### src/design/lrs_pkg.sv
package lrs_pkg;

  // Opcodes of an input word
  localparam logic [2:0] OP_STEP         = 3'd0;
  localparam logic [2:0] OP_BEGIN        = 3'd1;
  localparam logic [2:0] OP_BEGIN_CORNER = 3'd2;
  localparam logic [2:0] OP_RESET        = 3'd3;
  localparam logic [2:0] OP_COMMIT       = 3'd4;
  localparam logic [2:0] OP_STOP         = 3'd5;

  // Phase codes
  localparam logic [2:0] PH_IDLE          = 3'd0;
  localparam logic [2:0] PH_BRAKE_SEARCH  = 3'd1;
  localparam logic [2:0] PH_SEARCH        = 3'd2;
  localparam logic [2:0] PH_BRAKE_CAPTURE = 3'd3;
  localparam logic [2:0] PH_CONFIRM       = 3'd4;
  localparam logic [2:0] PH_CAPTURED      = 3'd5;
  localparam logic [2:0] PH_FAULT         = 3'd6;

  // Stop requests
  localparam logic [1:0] REQ_NONE  = 2'd0;
  localparam logic [1:0] REQ_COAST = 2'd1;
  localparam logic [1:0] REQ_BRAKE = 2'd2;

  // Outcome codes
  localparam logic [1:0] OUT_BUSY     = 2'd0;
  localparam logic [1:0] OUT_CAPTURED = 2'd1;
  localparam logic [1:0] OUT_FAILED   = 2'd2;

  // Stored reason for a drive fault
  localparam logic [2:0] REASON_NONE  = 3'd0;
  localparam logic [2:0] REASON_FAULT = 3'd1;

  // Configuration register indexes and reset values
  localparam logic [1:0] CFG_SEARCH_SPEED  = 2'd0;
  localparam logic [1:0] CFG_CONFIRM_MS    = 2'd1;
  localparam logic [1:0] CFG_STATIONARY_MS = 2'd2;

  localparam logic [14:0] SPEED_RESET      = 15'd300;
  localparam logic [15:0] CONFIRM_RESET    = 16'd20;
  localparam logic [15:0] STATIONARY_RESET = 16'd80;

  typedef struct packed {
    logic [14:0] search_speed;
    logic [15:0] confirm_ms;
    logic [15:0] stationary_ms;
  } cfg_t;

  typedef struct packed {
    logic [2:0]  phase;
    logic        side_right;
    logic        candidate;
    logic [31:0] phase_start_time;
    logic [31:0] centred_since;
    logic [2:0]  reason_store;
  } state_t;

  typedef struct packed {
    logic [2:0]  opcode;
    logic        prefer_right;
    logic        sensor_one;
    logic        sensor_two;
    logic        sensor_three;
    logic        sensor_four;
    logic [31:0] now_ms;
    logic        drive_fault;
    logic        still_braking;
    logic [2:0]  stop_cause;
  } item_t;

  typedef struct packed {
    logic [1:0]         outcome;
    logic [1:0]         stop_request;
    logic               wheels_valid;
    logic signed [15:0] left_speed;
    logic signed [15:0] right_speed;
    logic               search_direction;
    logic [2:0]         halt_reason;
  } result_t;

endpackage

### src/design/lrs_step.sv
module lrs_step (
  input  lrs_pkg::cfg_t    cfg,
  input  lrs_pkg::state_t  state,
  input  lrs_pkg::item_t   item,
  output lrs_pkg::state_t  state_next,
  output lrs_pkg::result_t result
);
  import lrs_pkg::*;

  logic        visible;
  logic [31:0] since_base;
  logic [31:0] centred_elapsed;
  logic [31:0] phase_elapsed;
  logic        centred_hit;
  logic        done;
  logic [2:0]  cur_phase;
  logic [15:0] mag;
  logic [15:0] neg;

  // Line is centred when an odd sensor sees black and the even ones do not
  assign visible = (item.sensor_one | item.sensor_three) & ~item.sensor_two & ~item.sensor_four;

  // A fresh candidate starts timing at the current timestamp
  assign since_base      = state.candidate ? state.centred_since : item.now_ms;
  assign centred_elapsed = item.now_ms - since_base;
  assign centred_hit     = visible && (centred_elapsed >= {16'd0, cfg.confirm_ms});
  assign phase_elapsed   = item.now_ms - state.phase_start_time;

  assign cur_phase = item.drive_fault ? PH_FAULT : state.phase;

  assign mag = {1'b0, cfg.search_speed};
  assign neg = 16'd0 - mag;

  always_comb begin
    state_next              = state;
    result                  = '0;
    result.search_direction = state.side_right;
    done                    = 1'b0;

    case (item.opcode)
      OP_STEP: begin
        // Latch a drive fault before the phase work
        if (item.drive_fault) begin
          result.stop_request    = REQ_COAST;
          state_next.reason_store = REASON_FAULT;
          state_next.phase        = PH_FAULT;
        end
        case (cur_phase)
          PH_FAULT: begin
            result.outcome = OUT_FAILED;
            done           = 1'b1;
          end
          PH_CAPTURED: begin
            result.outcome = OUT_CAPTURED;
            done           = 1'b1;
          end
          PH_BRAKE_SEARCH, PH_BRAKE_CAPTURE: begin
            if (item.still_braking) begin
              done = 1'b1;
            end else begin
              result.stop_request         = REQ_COAST;
              state_next.phase            = (cur_phase == PH_BRAKE_CAPTURE || visible) ?
                                            PH_CONFIRM : PH_SEARCH;
              state_next.phase_start_time = item.now_ms;
              state_next.candidate        = 1'b0;
            end
          end
          PH_SEARCH: begin
            state_next.candidate     = visible;
            state_next.centred_since = since_base;
            if (centred_hit) begin
              result.stop_request  = REQ_BRAKE;
              state_next.phase     = PH_BRAKE_CAPTURE;
              state_next.candidate = 1'b0;
            end
          end
          PH_CONFIRM: begin
            state_next.candidate     = visible;
            state_next.centred_since = since_base;
            if (centred_hit) begin
              state_next.phase = PH_CAPTURED;
              result.outcome   = OUT_CAPTURED;
              done             = 1'b1;
            end else if (phase_elapsed >= {16'd0, cfg.stationary_ms}) begin
              state_next.phase     = PH_SEARCH;
              state_next.candidate = 1'b0;
            end
          end
          default: begin
            // idle and the unused code answer busy
          end
        endcase
        // Rotate in place while searching
        if (!done && state_next.phase == PH_SEARCH) begin
          result.wheels_valid = 1'b1;
          result.left_speed   = state.side_right ? mag : neg;
          result.right_speed  = state.side_right ? neg : mag;
        end
      end
      OP_BEGIN, OP_BEGIN_CORNER: begin
        state_next.side_right       = item.prefer_right;
        state_next.candidate        = 1'b0;
        state_next.reason_store     = REASON_NONE;
        state_next.phase_start_time = item.now_ms;
        if (item.opcode == OP_BEGIN) begin
          result.stop_request = REQ_BRAKE;
          state_next.phase    = PH_BRAKE_SEARCH;
        end else begin
          state_next.phase = PH_SEARCH;
        end
        if (item.drive_fault) begin
          result.stop_request     = REQ_COAST;
          state_next.reason_store = REASON_FAULT;
          state_next.phase        = PH_FAULT;
        end
        result.search_direction = item.prefer_right;
      end
      OP_RESET: begin
        if (state.phase != PH_IDLE) begin
          result.stop_request = REQ_COAST;
        end
        state_next.phase        = PH_IDLE;
        state_next.reason_store = REASON_NONE;
        state_next.candidate    = 1'b0;
      end
      OP_COMMIT: begin
        state_next.phase        = PH_IDLE;
        state_next.reason_store = REASON_NONE;
      end
      OP_STOP: begin
        result.stop_request     = REQ_COAST;
        state_next.reason_store = item.stop_cause;
        state_next.phase        = PH_FAULT;
      end
      default: begin
        // unused opcodes change nothing
      end
    endcase

    result.halt_reason = state_next.reason_store;
  end

endmodule

### src/design/line_recovery_sequencer.sv
// Recovery sequencer for a line-following drive. Each input word is one
// opcode (step, begin, begin at a corner, reset, commit, stop) with sensor
// bits and a millisecond timestamp, and yields exactly one result word. The
// phase and timers update at the edge the word is accepted and the result
// lands in an output register, so one word per cycle is sustained; in_ready
// drops only while a result is held back by out_ready. The three settings
// registers are written through the cfg channel, which is always ready;
// write them only while no result is pending. Writes to index 3 are ignored.
module line_recovery_sequencer (
  input  logic               clk,
  input  logic               rst,
  // configuration
  input  logic               cfg_valid,
  output logic               cfg_ready,
  input  logic [1:0]         cfg_index,
  input  logic [15:0]        cfg_data,
  // input words
  input  logic               in_valid,
  output logic               in_ready,
  input  logic [2:0]         opcode,
  input  logic               prefer_right,
  input  logic               sensor_one,
  input  logic               sensor_two,
  input  logic               sensor_three,
  input  logic               sensor_four,
  input  logic [31:0]        now_ms,
  input  logic               drive_fault,
  input  logic               still_braking,
  input  logic [2:0]         stop_cause,
  // result words
  output logic               out_valid,
  input  logic               out_ready,
  output logic [1:0]         outcome,
  output logic [1:0]         stop_request,
  output logic               wheels_valid,
  output logic signed [15:0] left_speed,
  output logic signed [15:0] right_speed,
  output logic               search_direction,
  output logic [2:0]         halt_reason
);
  import lrs_pkg::*;

  cfg_t    cfg;
  state_t  state;
  state_t  state_next;
  item_t   item;
  result_t result;
  result_t result_reg;
  logic    in_fire;

  assign cfg_ready = 1'b1;
  assign in_ready  = !out_valid || out_ready;
  assign in_fire   = in_valid && in_ready;

  assign item.opcode        = opcode;
  assign item.prefer_right  = prefer_right;
  assign item.sensor_one    = sensor_one;
  assign item.sensor_two    = sensor_two;
  assign item.sensor_three  = sensor_three;
  assign item.sensor_four   = sensor_four;
  assign item.now_ms        = now_ms;
  assign item.drive_fault   = drive_fault;
  assign item.still_braking = still_braking;
  assign item.stop_cause    = stop_cause;

  lrs_step u_step (
    .cfg        (cfg),
    .state      (state),
    .item       (item),
    .state_next (state_next),
    .result     (result)
  );

  // Settings registers
  always_ff @(posedge clk) begin
    if (rst) begin
      cfg.search_speed  <= SPEED_RESET;
      cfg.confirm_ms    <= CONFIRM_RESET;
      cfg.stationary_ms <= STATIONARY_RESET;
    end else if (cfg_valid) begin
      case (cfg_index)
        CFG_SEARCH_SPEED:  cfg.search_speed  <= cfg_data[14:0];
        CFG_CONFIRM_MS:    cfg.confirm_ms    <= cfg_data;
        CFG_STATIONARY_MS: cfg.stationary_ms <= cfg_data;
        default: begin
        end
      endcase
    end
  end

  // Advance sequencer state on each accepted word
  always_ff @(posedge clk) begin
    if (rst) begin
      state <= '0;
    end else if (in_fire) begin
      state <= state_next;
    end
  end

  // Output register: hold the result until it is taken
  always_ff @(posedge clk) begin
    if (rst) begin
      out_valid <= 1'b0;
    end else if (in_fire) begin
      out_valid <= 1'b1;
    end else if (out_ready) begin
      out_valid <= 1'b0;
    end
  end

  always_ff @(posedge clk) begin
    if (in_fire) begin
      result_reg <= result;
    end
  end

  assign outcome          = result_reg.outcome;
  assign stop_request     = result_reg.stop_request;
  assign wheels_valid     = result_reg.wheels_valid;
  assign left_speed       = result_reg.left_speed;
  assign right_speed      = result_reg.right_speed;
  assign search_direction = result_reg.search_direction;
  assign halt_reason      = result_reg.halt_reason;

  // Wheel commands only come out of the search phase
  assert property (@(posedge clk) disable iff (rst)
    out_valid && wheels_valid |-> state.phase == PH_SEARCH)
    else $error("wheel speeds issued outside search");

  // A captured answer leaves the block in the captured phase
  assert property (@(posedge clk) disable iff (rst)
    out_valid && outcome == OUT_CAPTURED |-> state.phase == PH_CAPTURED)
    else $error("captured outcome without captured phase");

  // A failed answer leaves the block in the fault phase
  assert property (@(posedge clk) disable iff (rst)
    out_valid && outcome == OUT_FAILED |-> state.phase == PH_FAULT)
    else $error("failed outcome without fault phase");

  // A stored reason only exists while latched in fault
  assert property (@(posedge clk) disable iff (rst)
    state.reason_store != REASON_NONE |-> state.phase == PH_FAULT)
    else $error("stop reason held outside fault phase");

endmodule
### config.mk
export PLATFORM = sky130hd
export DESIGN_NAME = line_recovery_sequencer
export DESIGN_NICKNAME = d
export VERILOG_FILES = /design/src/design/lrs_pkg.sv /design/src/design/lrs_step.sv /design/src/design/line_recovery_sequencer.sv
export SDC_FILE = /design/constraint.sdc
export NUM_CORES = 1
export LEC_CHECK = 0
export BUFFER_PORTS_ARGS = -buffer_cell sky130_fd_sc_hd__buf_2
export CORE_UTILIZATION = 45
export CTS_BUF_LIST = sky130_fd_sc_hd__clkbuf_4
export DETAILED_ROUTE_END_ITERATION = 10
export GPL_TIMING_DRIVEN = 0
export PLACE_DENSITY = 0.66
export SLEW_MARGIN = 0
export SYNTH_ARGS = -nofsm -noshare
export SYNTH_HDL_FRONTEND = slang
export SYNTH_SLANG_ARGS = --single-unit
### constraint.sdc
create_clock -name clk -period 4.45 [get_ports clk]
set_input_delay 0.6675 -clock clk [delete_from_list [all_inputs] [get_ports clk]]
set_output_delay 0.6675 -clock clk [all_outputs]
set_load 0.1 [all_outputs]
==> out/qor.yml, run 1 <==
detailed_routing:
  wire_per_inst_um: 17.1
  vias: 11500
  avgViaCountPerCell: 5.64
  finalWirelength_um: 35000
  drtAntennaViolNets: 0
  drc: 0
  drt-pass1-iter-count: 5
  drt-initial-drc-count: 971
place:
  pre_cts_ws_ns: -1.11
  placed_cell_area_um2: 12800
  dp.cells: 1946
  dp_hpwl_um: 26600
  portBuffers: 107
  place.gp.congestion: 0.904
clock_tree:
  cts.sinks: 160
  root_buffer: "clkbuf_4"
  clkLatencyLatePin_ns: 0.60
  clk_pin_slew_ns: 0.21
  cts_buffers: 17
  cts_tree: "built"
  clk_path_buf_depth: 2
  htree_num_levels: 4
synthesis:
  ys_top_cells_by_area: "dfxtp_1, ha_1, edfxtp_1"
  postSynthCellCount: 1509
  ys_seq_area_share_pct: 30.5
  yosys_most_used_dff: "dfxtp_1"
  yosysWarnings: 0
  netlist.area_leader.share_pct: 20.4
  ys_types: 87
  ys_seq_elements: 160
  synth-edff-count: 40
  synth_nets: 1676
  synth_top_cell_by_area: "dfxtp_1"
  synthArstFlopShare_pct: 0
  syn_area_per_cell_um2: 7.82
  synthesis.area_um2: 11800
power_and_ir_drop:
  powerDensity_nw_per_um2: 280
  p_leak_nw: 5.30
  peakVddDrop_v: 0.000185
global_routing:
  antenna_found_initial: 1
  grt_start_max_net_pins: 46
  grtUsageTotal_pct: 26.2
  grt_pass1_vias: 10700
  grt_overflow: 0
  grt_pass1_wl_um: 54900
floorplanning:
  rows: 58
  initial_core_util_pct: 46.3
  die_h_um: 164
  boundaryPins: 112
  core_area_um2: 25500
  die_w_um: 164
  dieArea_um2: 26900
run:
  maxCapViolations: 0
critical_path:
  timing.rr.start: "state[67]$_SDFFE_PP0P_"
  ff2ff_setup_slack_ns: -0.14
  crit_slowest_cell: "fa_2"
  crit_path_end_kind: "flip-flop"
  crit_required_ns: 4.81
  start_kind: "input port"
  setup.worst_path.end: "right_speed[10]$_SDFFCE_PN0P_"
  cp_cell_sequence: "buf_2 > inv_1 > ha_2 > inv_1 > fa_2 > a21o_1 > a221oi_4 > o21ai_4 > nand3_1 > nand2_1 > xor2_1 > ha_1 > a21oi_1 > nand2_1 > a211oi_2 > o221a_2 > nand4_1 > nor4_2 > nand4_1 > nor4_2 > o21bai_4 > o22a_4 > buf_6 > nor2_1"
  critPathArrivalTime_ns: 4.96
  ff2ff_path_depth: 23
  worst_r2r_endpoint: "state[70]$_SDFFE_PP0P_"
  path_class: "input port to flip-flop"
  crit_start: "now_ms[0]"
  crit_path_max_incr_delay_ns: 0.34
  cp_max_fo: 10
timing:
  setup_ws_ns: -0.147
  timing.slew.headroom_pct: 40.2
  finalSetupViolCount: 35
  grt_setup_unrepaired: "true"
  worstMarginPinSlew_ns: 0.896
  fin_worst_skew_ns: 0.0350
  tns_ns: -3.92
  layout_min_cycle_time_ns: 4.60
  hold_violations: 0
  period_share_pct: 103
  drv_slew: 0
  max_freq_mhz: 218
status:
  violations: "negative setup slack"
  status: "finished with violations"
cells_and_area:
  areaGrowthSynthToFinish_pct: 19.3
  drive_above_1_share_pct: 19.2
  final_cells: 2042
  postLayoutCellArea_um2: 14100
  fin_nets: 1865
min_path:
  min_delay_path_depth: 3
  worstHoldPathType: "input port to flip-flop"
timing repair:
action                     4_1_cts  5_1_grt
hold buffers                     0        0
setup endpoints to repair       38       39
pin swaps                       25        9
setup buffers                   55       13
gates resized for setup         66       35
cloned                           1        0
layer usage:
metal  vias up  GRT usage (%)  wire [um]
met5         -              0          0
met2       319           45.3      16800
met1      5393           33.4      15800
li1       5743              -          -
met4         0           9.39        953
met3        60           2.95       1430
stage by stage:
| step | utilization (%) | hold slack (ns) | total power [mW] |
|---|---|---|---|
| finish | 55.3 | 0.281 | 3.94 |
| floorplan | - | 0.436 | 2.52 |
| global route | 55.3 | 0.240 | 4.14 |
| detailed placement | 50.2 | 0.447 | 2.82 |
| global placement | 50.2 | 0.442 | 2.80 |
| CTS | 54.4 | 0.238 | 3.90 |
cells in the mapped netlist, types with 4 or more instances:
master	instances
a21o_1	15
o211a_1	5
mux2i_1	41
nor3b_1	4
nand2b_1	13
buf_2	11
nor4_1	10
edfxtp_1	40
mux2_2	5
buf_6	5
nand3_1	22
dfxtp_1	120
nand3b_1	7
ha_1	97
inv_1	85
nor3_1	26
nor2_1	137
xor2_1	32
a31oi_1	10
o21ai_0	59
and2_1	5
o21bai_1	4
a21oi_4	4
nor2b_1	16
a21oi_2	4
a211oi_1	42
nand4_1	31
o31ai_1	6
a21oi_1	162
o21a_1	20
nand2_1	249
or3_1	10
a211o_1	7
xnor2_1	31
o22ai_1	7
o211ai_1	12
clkbuf_1	68
or4_1	8
cells in the final DEF, fill, tap and decap left out, drive strengths merged, types with 5 or more instances in the layout:
cell and instances:
nand2 249, buf 193, a21oi 170, nor2 137, dfxtp 120, inv 99
ha 97, clkbuf 84, o21ai 63, a211oi 45, mux2i 41, edfxtp 40
xor2 32, xnor2 31, nand4 31, nor3 26, o21a 23, nand3 22
nor2b 16, a21o 15, nand2b 13, o211ai 13, nor4 11, a31oi 10
or3 10, or4 9, o22ai 8, a211o 7, nand3b 7, o31ai 6
mux2 5, o211a 5, and2 5, o21bai 5
critical path, delay by kind of cell:
family	cells	cell delay, ns
buffers and inverters	4	0.52
AND/OR/NAND/NOR	8	0.96
XOR/XNOR	1	0.17
adder cells (fa/ha/maj)	3	0.88
AO/OA/AOI/OAI	8	1.75
logic make-up after synthesis:
family                   count (synthesis)  synth area share, %
AND/OR/NAND/NOR                        558                 21.5
AO/OA/AOI/OAI                          406                 22.5
buffers and inverters                  176                 6.13
flip-flops                             160                 30.5
adder cells (fa/ha/maj)                 99                 10.6
XOR/XNOR                                63                 4.67
multiplexers                            46                 3.95
other                                    1               0.0318
worst min path at each step:
stage | from | endpoint
6_report | now_ms[0] | state[35]$_SDFFE_PP0P_
4_1_cts | now_ms[0] | state[35]$_SDFFE_PP0P_
5_1_grt | now_ms[0] | state[35]$_SDFFE_PP0P_
2_1_floorplan | state[1]$_SDFFE_PP0P_ | state[1]$_SDFFE_PP0P_
3_3_place_gp | state[50]$_SDFFE_PP0P_ | state[50]$_SDFFE_PP0P_
3_5_place_dp | cfg[11]$_SDFFE_PP0P_ | cfg[11]$_SDFFE_PP0P_
power breakdown:
part / leakage [nW] / total, mW / internal, mW / switching (mW)
clock network: 0.172 / 1.02 / 0.292 / 0.727
logic: 3.75 / 1.35 / 0.481 / 0.865
registers: 1.38 / 1.57 / 1.54 / 0.0257
registers in the layout, summed over array words and instances, names as in the netlist:
| name | cells |
|---|---|
| state | 72 |
| cfg | 47 |
| left_speed | 16 |
| right_speed | 15 |
| halt_reason | 3 |
| outcome | 2 |
| stop_request | 2 |
| out_valid | 1 |
| search_direction | 1 |
| wheels_valid | 1 |
cell type report:
type,count,area (um2)
fillers,2446,11400
multi-input cells,1173,7870
flip-flops and latches,160,3610
repair buffers,171,1070
plain buffers,89,468
well taps,330,413
inverters,86,323
clock inverters,15,196
clock buffers,17,128
diodes,1,2.50
Note: power is estimated with default switching activity, not from simulation.
==> run 2, diff against run 1 <==
CORE_ASPECT_RATIO = 1.75   (was default)
==> out/qor.yml, run 2 (synthesized netlist as in run 1, its figures left out) <==
status:
  status: "finished with violations"  # unchanged
  violations: "negative setup slack"  # unchanged
detailed_routing:
  finalWirelength_um: 36900  # was 35000 um
  drt-initial-drc-count: 656  # was 971
  avgViaCountPerCell: 5.73  # was 5.64
  drt-pass1-iter-count: 6  # was 5
  wire_per_inst_um: 18.4  # was 17.1 um
  drc: 0  # unchanged
  drtAntennaViolNets: 0  # unchanged
  vias: 11500  # unchanged
clock_tree:
  cts_tree: "built"  # unchanged
  cts.sinks: 160  # unchanged
  cts_buffers: 17  # unchanged
  ctsHoldBuffers: 0  # unchanged
  root_buffer: "clkbuf_4"  # unchanged
  clk_path_buf_depth: 2  # unchanged
  clk_pin_slew_ns: 0.14  # was 0.21 ns
  clkLatencyLatePin_ns: 0.58  # was 0.60 ns
  htree_num_levels: 4  # unchanged
timing:
  max_freq_mhz: 207  # was 218 MHz
  setup_ws_ns: -0.383  # was -0.147 ns
  hold_violations: 0  # unchanged
  worstMarginPinSlew_ns: 0.882  # was 0.896 ns
  finalSetupViolCount: 36  # was 35
  drv_slew: 0  # unchanged
  fin_worst_skew_ns: 0.0231  # was 0.0350 ns
  layout_min_cycle_time_ns: 4.83  # was 4.60 ns
  grt_setup_unrepaired: "true"  # unchanged
  period_share_pct: 109  # was 103%
  tns_ns: -11.94  # was -3.92 ns
  timing.slew.headroom_pct: 40.6  # was 40.2%
floorplanning:
  rows: 78  # was 58
  boundaryPins: 112  # unchanged
  core_area_um2: 25900  # was 25500 um2
  die_h_um: 216  # was 164 um
  die_w_um: 124  # was 164 um
  initial_core_util_pct: 45.6  # was 46.3%
  dieArea_um2: 26900  # about the same
global_routing:
  grt_pass1_vias: 11100  # was 10700
  grtUsageTotal_pct: 27.0  # was 26.2%
  antenna_found_initial: 5  # was 1
  grt_overflow: 0  # unchanged
  grt_pass1_wl_um: 57300  # was 54900 um
  grt_start_max_net_pins: 46  # unchanged
power_and_ir_drop:
  powerDensity_nw_per_um2: 274  # was 280 nW/um2
  peakVddDrop_v: 0.000158  # was 0.000185 V
  p_leak_nw: 5.23  # was 5.30 nW
min_path:
  worstHoldStart: "in_valid"  # was now_ms[0]
  worstHoldPathType: "input port to flip-flop"  # unchanged
  holdPathEnd: "out_valid$_SDFFE_PP0P_"  # was state[35]$_SDFFE_PP0P_
  min_delay_path_depth: 3  # unchanged
cells_and_area:
  post-route-util_pct: 54.3  # was 55.3%
  drive_above_1_share_pct: 19.4  # was 19.2%
  postLayoutCellArea_um2: 14000  # was 14100 um2
  areaGrowthSynthToFinish_pct: 18.9  # was 19.3%
  fin_nets: 1843  # was 1865
  largest_register_ffs: 72  # unchanged
  layout_common_cells: "nand2_1, a21oi_1, dfxtp_1, nor2_1, buf_2"  # was nand2_1, a21oi_1, nor2_1, buf_2, dfxtp_1
  regMostFlops: "state"  # unchanged
  final_common_cell: "nand2_1"  # unchanged
critical_path:
  path_class: "flip-flop to flip-flop"  # was input port to flip-flop
  worst_r2r_endpoint: "right_speed[9]$_SDFFCE_PN0P_"  # was state[70]$_SDFFE_PP0P_
  critPathArrivalTime_ns: 5.19  # was 4.96 ns
  ff2ff_setup_slack_ns: -0.38  # was -0.14 ns
  crit_path_end_kind: "flip-flop"  # unchanged
  cp_max_fo: 7  # was 10
  timing.rr.start: "state[35]$_SDFFE_PP0P_"  # was state[67]$_SDFFE_PP0P_
  crit_required_ns: 4.80  # was 4.81 ns
  start_kind: "flip-flop"  # was input port
  ff2ff_path_depth: 22  # was 23
place:
  pre_cts_ws_ns: -1.34  # was -1.11 ns
  placed_cell_area_um2: 12800  # about the same
  dp_hpwl_um: 29300  # was 26600 um
  portBuffers: 107  # unchanged
  place.gp.congestion: 0.982  # was 0.904
run:
  maxCapViolations: 0  # unchanged
==> run 2: cell type report <==
| class | count | area, um2 |
|---|---|---|
| antenna | 2 | 5.00 |
| clock inverter | 13 | 138 |
| multi-input combinational | 1173 | 8000 |
| fill | 2451 | 11800 |
| buffer | 88 | 482 |
| timing repair buffer | 150 | 935 |
| clock buffer | 19 | 143 |
| sequential | 160 | 3610 |
| tap | 320 | 400 |
| inverter | 86 | 325 |
==> run 2: timing repair <==
action	CTS	global route
setup buffers	22	16
setup endpoints to repair	38	38
gates resized for setup	78	51
pin swaps	40	38
cloned	3	2
==> run 2: metrics by stage <==
step	hold slack, ns	std cells	power (mW)
after detailed placement	0.446	1936	2.84
final	0.321	2011	3.84
after CTS	0.303	1993	3.79
after global placement	0.442	1936	2.82
after floorplan	0.436	1509	2.52
after global routing	0.298	2011	4.04
==> run 2: worst max path at each step <==
stage	depth (start not counted)	to	slack (ns)	startpoint
2_1_floorplan	20	state[70]$_SDFFE_PP0P_	0.006	now_ms[0]
3_3_place_gp	22	right_speed[14]$_SDFFCE_PN0P_	-1.31	now_ms[0]
3_5_place_dp	22	left_speed[8]$_SDFFCE_PN0P_	-1.34	now_ms[0]
4_1_cts	23	left_speed[3]$_SDFFCE_PN0P_	-0.36	state[67]$_SDFFE_PP0P_
5_1_grt	20	right_speed[12]$_SDFFCE_PN0P_	-0.54	state[41]$_SDFFE_PP0P_
6_report	22	right_speed[9]$_SDFFCE_PN0P_	-0.38	state[35]$_SDFFE_PP0P_
==> run 2: critical path: stages, from the launching register on <==
cell	delay (ns)
dfxtp_2	0.38
ha_4	0.15
inv_2	0.04
fa_2	0.35
a21o_1	0.21
a221oi_4	0.39
o21ai_4	0.13
nand3_1	0.09
nand2_1	0.06
xor2_1	0.16
ha_1	0.34
a21oi_2	0.15
nand2_1	0.08
a211oi_2	0.23
o221a_2	0.22
nand4_1	0.08
nor4_2	0.27
nand4_1	0.19
nor4_4	0.35
o21bai_4	0.21
o22a_4	0.29
buf_4	0.19
nor2_1	0.05
==> run 2: report_power, final <==
part	internal, mW	switching [mW]	total, mW
Combinational	0.483	0.896	1.38
Sequential	1.54	0.0263	1.57
Clock	0.347	0.549	0.896
==> run 2: layer usage <==
metal	GRT usage, %	vias up	wire length [um]
li1	-	5668	-
met1	25.9	5351	13100
met2	52.5	372	19600
met3	4.25	118	1510
met4	16.9	6	2650
met5	0	-	31
==> run 3, diff against run 2 <==
SETUP_SLACK_MARGIN = 0.2   (was default)
==> out/qor.yml, run 3 (synthesized netlist as in run 1, its figures left out) <==
timing:
  layout_min_cycle_time_ns: 4.82  # was 4.83 ns
  max_freq_mhz: 208  # was 207 MHz
  setup_ws_ns: -0.366  # was -0.383 ns
  tns_ns: -11.98  # was -11.94 ns
  fin_worst_skew_ns: 0.0170  # was 0.0231 ns
  holdWs_ns: 0.253  # was 0.321 ns
  timing.slew.headroom_pct: 41.5  # was 40.6%
  hold_violations: 0  # unchanged
  drv_slew: 0  # unchanged
  finalSetupViolCount: 38  # was 36
  period_share_pct: 108  # was 109%
  worstMarginPinSlew_ns: 0.876  # was 0.882 ns
  grt_setup_unrepaired: "true"  # unchanged
status:
  status: "finished with violations"  # unchanged
  violations: "negative setup slack"  # unchanged
place:
  place.gp.congestion: 0.930  # was 0.982
  placed_cell_area_um2: 12900  # was 12800 um2
  pre_cts_ws_ns: -1.67  # was -1.34 ns
  dp.cells: 1936  # unchanged
  portBuffers: 107  # unchanged
  dp_hpwl_um: 28900  # was 29300 um
cells_and_area:
  postLayoutCellArea_um2: 14000  # about the same
  fin_nets: 1845  # was 1843
  final_cells: 2012  # was 2011
  drive_above_1_share_pct: 20.0  # was 19.4%
  post-route-util_pct: 54.3  # about the same
  layout_common_cells: "nand2_1, a21oi_1, dfxtp_1, buf_2, nor2_1"  # was nand2_1, a21oi_1, dfxtp_1, nor2_1, buf_2
  largest_register_ffs: 72  # unchanged
  regMostFlops: "state"  # unchanged
  areaGrowthSynthToFinish_pct: 19.0  # was 18.9%
  final_common_cell: "nand2_1"  # unchanged
  nFillCells: 2427  # was 2451
clock_tree:
  root_buffer: "clkbuf_4"  # unchanged
  cts_tree: "built"  # unchanged
  clkLatencyLatePin_ns: 0.65  # was 0.58 ns
  clk_path_buf_depth: 2  # unchanged
  htree_num_levels: 4  # unchanged
  cts_buffers: 17  # unchanged
  clk_pin_slew_ns: 0.16  # was 0.14 ns
  cts.sinks: 160  # unchanged
detailed_routing:
  vias: 11500  # about the same
  avgViaCountPerCell: 5.71  # was 5.73
  drtAntennaViolNets: 0  # unchanged
  drt-initial-drc-count: 597  # was 656
  wire_per_inst_um: 18.2  # was 18.4 um
  finalWirelength_um: 36700  # was 36900 um
  drt-pass1-iter-count: 6  # unchanged
  drc: 0  # unchanged
floorplanning:
  dieArea_um2: 26900  # unchanged
  boundaryPins: 112  # unchanged
  die_h_um: 216  # unchanged
  core_area_um2: 25900  # unchanged
  initial_core_util_pct: 45.6  # unchanged
  die_w_um: 124  # unchanged
  rows: 78  # unchanged
power_and_ir_drop:
  peakVddDrop_v: 0.000142  # was 0.000158 V
  p_leak_nw: 5.24  # was 5.23 nW
  finalPower_mw: 3.87  # was 3.84 mW
  powerDensity_nw_per_um2: 276  # was 274 nW/um2
critical_path:
  crit_required_ns: 4.88  # was 4.80 ns
  path_class: "flip-flop to flip-flop"  # unchanged
  start_kind: "flip-flop"  # unchanged
  critPathArrivalTime_ns: 5.24  # was 5.19 ns
  crit_path_end_kind: "flip-flop"  # unchanged
  cp_max_fo: 10  # was 7
global_routing:
  grt_overflow: 0  # unchanged
  grt_pass1_vias: 11000  # was 11100
  grt_pass1_wl_um: 57400  # was 57300 um
  antenna_found_initial: 2  # was 5
  grtUsageTotal_pct: 27.1  # was 27.0%
  grt_start_max_net_pins: 46  # unchanged
min_path:
  worstHoldPathType: "input port to flip-flop"  # unchanged
run:
  maxCapViolations: 0  # unchanged
run 3: metal layers:
metal	vias to the layer above	global-route usage (%)	routed length (um)	part of all wire (%)
met3	121	3.65	1380	3.8
li1	5681	-	-	-
met2	356	50.0	19200	52
met5	-	0	12	0.033
met4	2	19.0	2600	7.1
met1	5332	27.9	13500	37
run 3: final timing paths:
path                                             start                      endpoint  slack (ns)  depth (start not counted)
worst max-delay path            state[35]$_SDFFE_PP0P_  left_speed[11]$_SDFFCE_PN0P_       -0.37                         22
worst min register to register  state[60]$_SDFFE_PP0P_        state[60]$_SDFFE_PP0P_        0.46                          2
worst min-delay path                          in_valid        out_valid$_SDFFE_PP0P_        0.25                          3
worst max register to register  state[35]$_SDFFE_PP0P_  left_speed[11]$_SDFFCE_PN0P_       -0.37                         22
run 3: what timing repair did:
action                     CTS  global route
setup endpoints to repair   38            38
cloned                       1             1
hold buffers                 0             0
resized for setup           85            45
pin swaps                   24            19
setup buffers               31            10
run 3: cell type report:
cell class              instances  area (um2)  share of cell area (%)
multi-input cells            1173        8010                    57.0
flip-flops and latches        160        3610                    25.7
repair buffers                150         903                    6.43
plain buffers                  90         503                    3.58
well taps                     320         400                    2.85
inverters                      86         335                    2.39
clock inverters                15         161                    1.15
clock buffers                  17         128                   0.909
diodes                          1        2.50                  0.0178
run 3: power by group:
part           leakage, nW  internal [mW]  switching (mW)  total (mW)
clock                0.159          0.263           0.666       0.929
combinational         3.70          0.481           0.889        1.37
sequential            1.38           1.54          0.0260        1.57
run 3: critical path, cell delays in order (launching register included):
cell	delay, ns
dfxtp_2	0.38
ha_4	0.14
inv_2	0.04
fa_2	0.38
a21o_1	0.22
a221oi_4	0.33
o21ai_2	0.15
nand3_1	0.11
nand2_2	0.07
xor2_2	0.16
ha_1	0.34
a21oi_2	0.13
nand2_1	0.07
a211oi_2	0.24
o221a_2	0.23
nand4_1	0.09
nor4_2	0.19
nand4_1	0.18
nor4_4	0.41
o21bai_4	0.24
o22a_4	0.28
buf_8	0.18
nor2_1	0.05
